**src/sv/hcd_pkg.sv**
```systemverilog
// hcd_pkg: widths, register indexes and payload types for the hill-car step
// no dependencies
`default_nettype none
package hcd_pkg;
    localparam int CfgIdxW = 3;
    localparam int CfgDataW = 32;
    localparam logic [CfgIdxW-1:0] REG_TIME_STEP = 3'd0;
    localparam logic [CfgIdxW-1:0] REG_GRAVITY = 3'd1;
    localparam logic [CfgIdxW-1:0] REG_POS_MIN = 3'd2;
    localparam logic [CfgIdxW-1:0] REG_POS_MAX = 3'd3;
    localparam logic [CfgIdxW-1:0] REG_VEL_MIN = 3'd4;
    localparam logic [CfgIdxW-1:0] REG_VEL_MAX = 3'd5;
    localparam int SqrtW = 36;
    localparam int SlopeThresh = 6554;
    // square root side data: h, g*s, position, velocity, drive
    localparam int SqSideW = 36 + 42 + 96;
    // dividers: 64 bit dividend, widest divisor is h, side data of the first one
    localparam int DivNumW = 64;
    localparam int DivDenW = 36;
    localparam int DivSideW = 36 + 42 + 64;

    typedef struct packed {
        logic signed [31:0] pos_in;
        logic signed [31:0] vel_in;
        logic signed [31:0] drive_in;
    } in_item_t;

    typedef struct packed {
        logic signed [31:0] pos_out;
        logic signed [31:0] vel_out;
        logic clamped;
    } out_item_t;

    typedef struct packed {
        logic [20:0] time_step;
        logic [21:0] gravity;
        logic signed [31:0] pos_min;
        logic signed [31:0] pos_max;
        logic signed [31:0] vel_min;
        logic signed [31:0] vel_max;
    } cfg_t;
endpackage
`default_nettype wire

```
**src/sv/hcd_sqrt.sv**
```systemverilog
// hcd_sqrt: pipelined integer square root, one result bit per stage
// depends on hcd_pkg (SqrtW, SqSideW)
`default_nettype none
module hcd_sqrt
    import hcd_pkg::*;
(
    input  wire logic               clk,
    input  wire logic               rst_n,
    input  wire logic               en,
    input  wire logic               in_valid,
    input  wire logic [SqrtW-1:0]   rad,
    input  wire logic [SqSideW-1:0] side_in,
    output logic                    out_valid,
    output logic [SqrtW/2-1:0]      root,
    output logic [SqSideW-1:0]      side_out
);
    localparam int N = SqrtW / 2;
    logic [N:0]         valid_reg;
    logic [SqrtW-1:0]   x_reg [N+1];
    logic [N+1:0]       rem_reg [N+1];
    logic [N-1:0]       r_reg [N+1];
    logic [SqSideW-1:0] side_reg [N+1];

    always_ff @(posedge clk or negedge rst_n)
    begin
        if (!rst_n)
            valid_reg <= '0;
        else if (en)
            valid_reg <= {valid_reg[N-1:0], in_valid};
    end

    always_ff @(posedge clk)
    begin
        if (en)
        begin
            x_reg[0] <= rad;
            rem_reg[0] <= '0;
            r_reg[0] <= '0;
            side_reg[0] <= side_in;
        end
    end

    for (genvar k = 0; k < N; k++)
    begin : g_stage
        logic [N+1:0] trial;
        logic [N+1:0] sub;
        assign trial = {rem_reg[k][N-1:0], x_reg[k][SqrtW-1 -: 2]};
        assign sub = {r_reg[k], 2'b01};
        always_ff @(posedge clk)
        begin
            if (en)
            begin
                x_reg[k+1] <= {x_reg[k][SqrtW-3:0], 2'b00};
                side_reg[k+1] <= side_reg[k];
                if (trial >= sub)
                begin
                    rem_reg[k+1] <= trial - sub;
                    r_reg[k+1] <= {r_reg[k][N-2:0], 1'b1};
                end
                else
                begin
                    rem_reg[k+1] <= trial;
                    r_reg[k+1] <= {r_reg[k][N-2:0], 1'b0};
                end
            end
        end
    end

    assign out_valid = valid_reg[N];
    assign root = r_reg[N];
    assign side_out = side_reg[N];
endmodule
`default_nettype wire

```
**config.mk**
```make
export PLATFORM = sky130hd
export DESIGN_NAME = hcd_sqrt
export DESIGN_NICKNAME = d
export VERILOG_FILES = /design/src/sv/hcd_pkg.sv /design/src/sv/hcd_sqrt.sv
export SDC_FILE = /design/constraint.sdc
export NUM_CORES = 2
export LEC_CHECK = 0
export BUFFER_PORTS_ARGS = -buffer_cell sky130_fd_sc_hd__buf_2
export CORE_ASPECT_RATIO = 0.8
export CORE_MARGIN = 8
export CORE_UTILIZATION = 55
export DETAILED_ROUTE_END_ITERATION = 7
export HOLD_SLACK_MARGIN = 0.02
export PLACE_DENSITY = 0.85
export SYNTH_ARGS = -nofsm -noshare
export SYNTH_HDL_FRONTEND = slang
export SYNTH_MEMORY_MAX_BITS = 65536
export SYNTH_SLANG_ARGS = --single-unit
```
**constraint.sdc**
```tcl
create_clock -name clk -period 2.9 [get_ports clk]
set_input_delay 0.29 -clock clk [delete_from_list [all_inputs] [get_ports clk]]
set_output_delay 0.29 -clock clk [all_outputs]
set_load 0.03 [all_outputs]
```
==> Word-level counts from Yosys, hierarchy flattened <==
Memories as Yosys holds them, arrays and structs flattened.
Index checks and enable logic that the tools add are counted.
{ "totals": {"ff_bits": 19, "ram_bits": 4712, "input_bits": 214, "output_inout_bits": 193, "elab_cells": 223, "mem_count": 4} }
{ "mem_list": {"columns": ["name", "words", "width", "read_ports", "rd_ports_with_merged_regs", "wr", "line_no", "rtl"], "rows": [
  ["side_reg", 19, 174, 19, 0, 19, "hcd_sqrt.sv:22", "logic [SqSideW-1:0] side_reg [N+1];"],
  ["x_reg", 19, 36, 18, 0, 19, "hcd_sqrt.sv:19", "logic [SqrtW-1:0] x_reg [N+1];"],
  ["rem_reg", 19, 20, 18, 0, 19, "hcd_sqrt.sv:20", "logic [N+1:0] rem_reg [N+1];"],
  ["r_reg", 19, 18, 19, 0, 19, "hcd_sqrt.sv:21", "logic [N-1:0] r_reg [N+1];"]
]} }
{ "op_classes": {"add_sub_neg": 18, "n_lt_le_gt_ge": 18, "mux": 146, "bitwise": 36} }
{ "ops": {"columns": ["operator", "count"], "rows": [
  ["$ge A20 B20 Y1", 18],
  ["$mux W20", 18],
  ["$sub A20 B20 Y20", 18],
  ["$mux W18", 18],
  ["$mux W1", 110],
  ["$or A1 B1 Y1", 36]
]} }

==> Depth between registers and ports, before layout <==
An unclocked memory read counts as a cell.
{ "logic_depth": {"ltp_word": 6, "mapped_depth": 13} }

==> Least setup slack after synthesis <==
Ideal clock, no wire load.
{ "synth_timing": {"path_type": "register -> register", "start": "mem rem_reg[15][0] (netlist bit)", "end": "mem rem_reg[16][10] (netlist bit) (data pin)", "t_arrival_ns": 2.532, "setup_slack_ns": 0.100, "path_stages_with_launch": 10, "path_buffers": 1, "period_less_slack_ns": 2.800, "path_cell_list": "edfxtp_1 > ha_1 > nor2b_1 > o31a_1 > o31a_1 > nor3_1 > o21bai_1 > a21oi_1 > clkbuf_1 > o21ai_0"} }
{ "synth_lines": {"columns": ["element", "line_no"], "rows": [
  ["start, declared", "hcd_sqrt.sv:20"]
]} }

==> flow_summary.toml <==
[outcome]
outcome = "finished with violations"
violations = "negative setup slack"

[cells_and_area]
area_growth_pct = 16.1
drive_gt1_frac = 0.163
largest_register_ffs = 3306
final_net_count = 7490
fillers = 15600

[power_and_ir_drop]
p_sw_mw = 27.7
p_int_mw = 101
p_clk_frac = 0.386
pwr-share-seq = 0.562
leakage_nw = 55.8
power.total_mw = 128
ir_drop_mv = 0.715
power.density_nw_per_um2 = 812
netSwitchingFraction = 0.216
pwr-share-comb = 0.052

[sta]
hold_viol_final = 0
post-route-min-period_ns = 2.91
worstMarginPinSlew_ns = 1.11
rsz0062_at_grt = "true"
fin_crit_sh = 1.00
tns_ns = -0.00577
finalClockSkew_ns = 0.0648
setup_violations = 1
slew_violations = 0
relSlewSlack = 0.262
fin_ws_ns = -0.00577
fmax_ghz = 0.344

[placed_design]
place_ws_ns = -0.0455
gp_congestion = 0.853
io_buffers = 406
hpwl_um = 118000

[critical_path]
slowest_delay_ns = 0.46
crit_path_end = "rem_reg[2][1]"
cp_num_buf_inv = 3
critPathTopFamily = "simple AND/OR/NAND/NOR gates"
cp_slowest_cell = "edfxtp_1"
startpoint_type = "flop"
cp.required_ns = 3.52
r2r_end = "rem_reg[2][1]"
regToRegSetupSlack_ns = -0.006
critPathLaunch = "x_reg[1][34]"
critPathKind = "flop to flop"
cp.arrival_ns = 3.53
critPathMaxFanout = 14
cp.depth = 10
crit_path_cell_trace = "inv_1, ha_1, nor2b_1, or3_1, inv_1, ha_1, nand3_4, buf_4, nor2_1, a21oi_1"
r2r-start = "x_reg[1][34]"
crit_path_end_kind = "flop"
r2r_cells = 10

[die]
initial_core_util = 0.553
die_x_um = 572
design.die.area_um2 = 264000
design.core.area_um2 = 246000
placementRows = 163
die_h_um = 461
io_pins = 407

[grt]
use_met2 = 0.317
grt_antenna_before_repair = 1
grt_pass1_wl_um = 347000
grt_busiest_layer = "met2"
first_global_vias = 58400
grt_usage = 0.170
grtUsageMet3 = 0.0266
gr-total-overflow = 0
grt_util_met1 = 0.206
grt_max_degree = 207

[drt]
routedWlPerCell_um = 21.7
route.detailed.drc = 0
drtIter0Drc = 4662
wirelength_um = 232000
drtPass1Iterations = 5
antenna_left = 0
vias = 56100
viasPerCell = 5.25

[clock_tree]
cts-root-buf = "clkbuf_16"
cts_tree = "built"
cts_buffers = 370
clk_latency_ns = 0.90
h-tree-depth = 5
clock_sinks = 4124
clkTransAtPathRegs_ns = 0.07
clk_path_buf_depth = 4

[yosys]
synth.net_count = 6417
yosysMostFrequentCell = "edfxtp_1"
synth_cells = 6012
synthDistinctLibCells = 71
avgSynthCellArea_um2 = 22.6
synth_common_cells = "edfxtp_1 (4,104), inv_1 (238), ha_1 (191)"
ys_seq_area_frac = 0.909
synth_ff_type = "edfxtp_1"
synth_top_area_cell = "edfxtp_1"
synth_edf_count = 4104
synth_top_area_frac = 0.905
synth_seq_cells = 4124
ys_async_sr_fraction = 0.00461
synth_warnings = 0
synthTopCellsByArea = "edfxtp_1 (91%), ha_1 (1.8%), xnor2_1 (0.70%), inv_1 (0.66%), xor2_1 (0.63%)"
synth_area_um2 = 136000

[job]
maxCapViolCount = 0

[worst_hold_path]
hp-class = "input pin to flop"
## layer usage
layer,up-vias,wire [um]
met2,1604,124000
met1,28300,91200
met5,-,0
met3,437,9990
li1,25700,-
met4,0,6480
## cells in the final DEF, fill, tap and decap left out, types with 43 or more instances in the layout
| cell | instances |
|---|---|
| a21o_1 | 59 |
| a21oi_1 | 126 |
| buf_2 | 405 |
| buf_4 | 109 |
| clkbuf_1 | 62 |
| clkbuf_16 | 372 |
| clkinv_1 | 76 |
| clkinv_2 | 61 |
| dlygate4sd3_1 | 214 |
| edfxtp_1 | 4104 |
| ha_1 | 188 |
| inv_1 | 236 |
| mux2_2 | 66 |
| nand2_1 | 135 |
| nand3_1 | 43 |
| nor2_1 | 149 |
| nor3_1 | 60 |
| o21a_1 | 55 |
| o21ai_0 | 125 |
| xnor2_1 | 109 |
| xor2_1 | 98 |
## logic make-up after synthesis
family | count (synthesis) | share of synthesized area
flops | 4124 | 0.909
compound gates | 486 | 0.0223
mux | 75 | 0.00612
simple gates | 634 | 0.0237
xor+xnor | 207 | 0.0133
buf+inv | 295 | 0.00828
fa+ha+maj | 191 | 0.0176
## area by class of cell
cell class | count | area, um2 | share of cell area
inverter | 238 | 893 | 0.00565
clock inverter | 233 | 2600 | 0.0165
clock buffer | 436 | 9570 | 0.0605
timing repair buffer | 758 | 5580 | 0.0353
antenna | 2 | 5.00 | 0.0000317
sequential | 4124 | 124000 | 0.783
multi-input combinational | 1593 | 11500 | 0.0730
tap | 3300 | 4130 | 0.0261
## metrics by stage
step | instances | cell area, um2 | utilization | hold slack [ns]
detailed placement | 9791 | 143000 | 0.582 | 0.249
CTS | 10700 | 158000 | 0.640 | 0.0316
floorplan | 6012 | 136000 | - | -0.00559
global placement | 9791 | 143000 | 0.582 | 0.227
global route | 10700 | 158000 | 0.642 | 0.0620
finish | 10700 | 158000 | 0.642 | 0.103
## power by group through the flow
stage | clock network [mW] | registers (mW) | logic, mW
floorplan | 0 | 72.7 | 3.35
global placement | 0 | 72.9 | 5.84
detailed placement | 0 | 73.2 | 6.12
CTS | 50.4 | 72.1 | 6.47
global route | 52.9 | 72.5 | 7.24
finish | 49.5 | 72.2 | 6.62
## worst register-to-register path: stages (launching register included)
cell      delay (ns)
edfxtp_1        0.46
inv_1           0.16
ha_1            0.31
nor2b_1         0.12
or3_1           0.39
inv_1           0.13
ha_1            0.27
nand3_4         0.24
buf_4           0.27
nor2_1          0.20
a21oi_1         0.10
## what timing repair did
action	CTS	global route
gates resized for setup	8	52
endpoints found under the setup margin	22	110
hold endpoints to repair	258	0
pin swaps	1	7
setup buffers	1	7
hold buffers	214	0
## worst min path at each step
stage	start	to	slack (ns)	cells after the start
after floorplan	rst_n	valid_reg[0]	-0.006	0
after global placement	rst_n	valid_reg[0]	0.23	1
after detailed placement	rst_n	valid_reg[0]	0.25	1
after CTS	side_in[139]	side_reg[0][139]	0.03	2
after global routing	side_in[5]	side_reg[0][5]	0.06	2
final	side_in[5]	side_reg[0][5]	0.10	2
No activity file was read; power rests on OpenSTA's default activity.
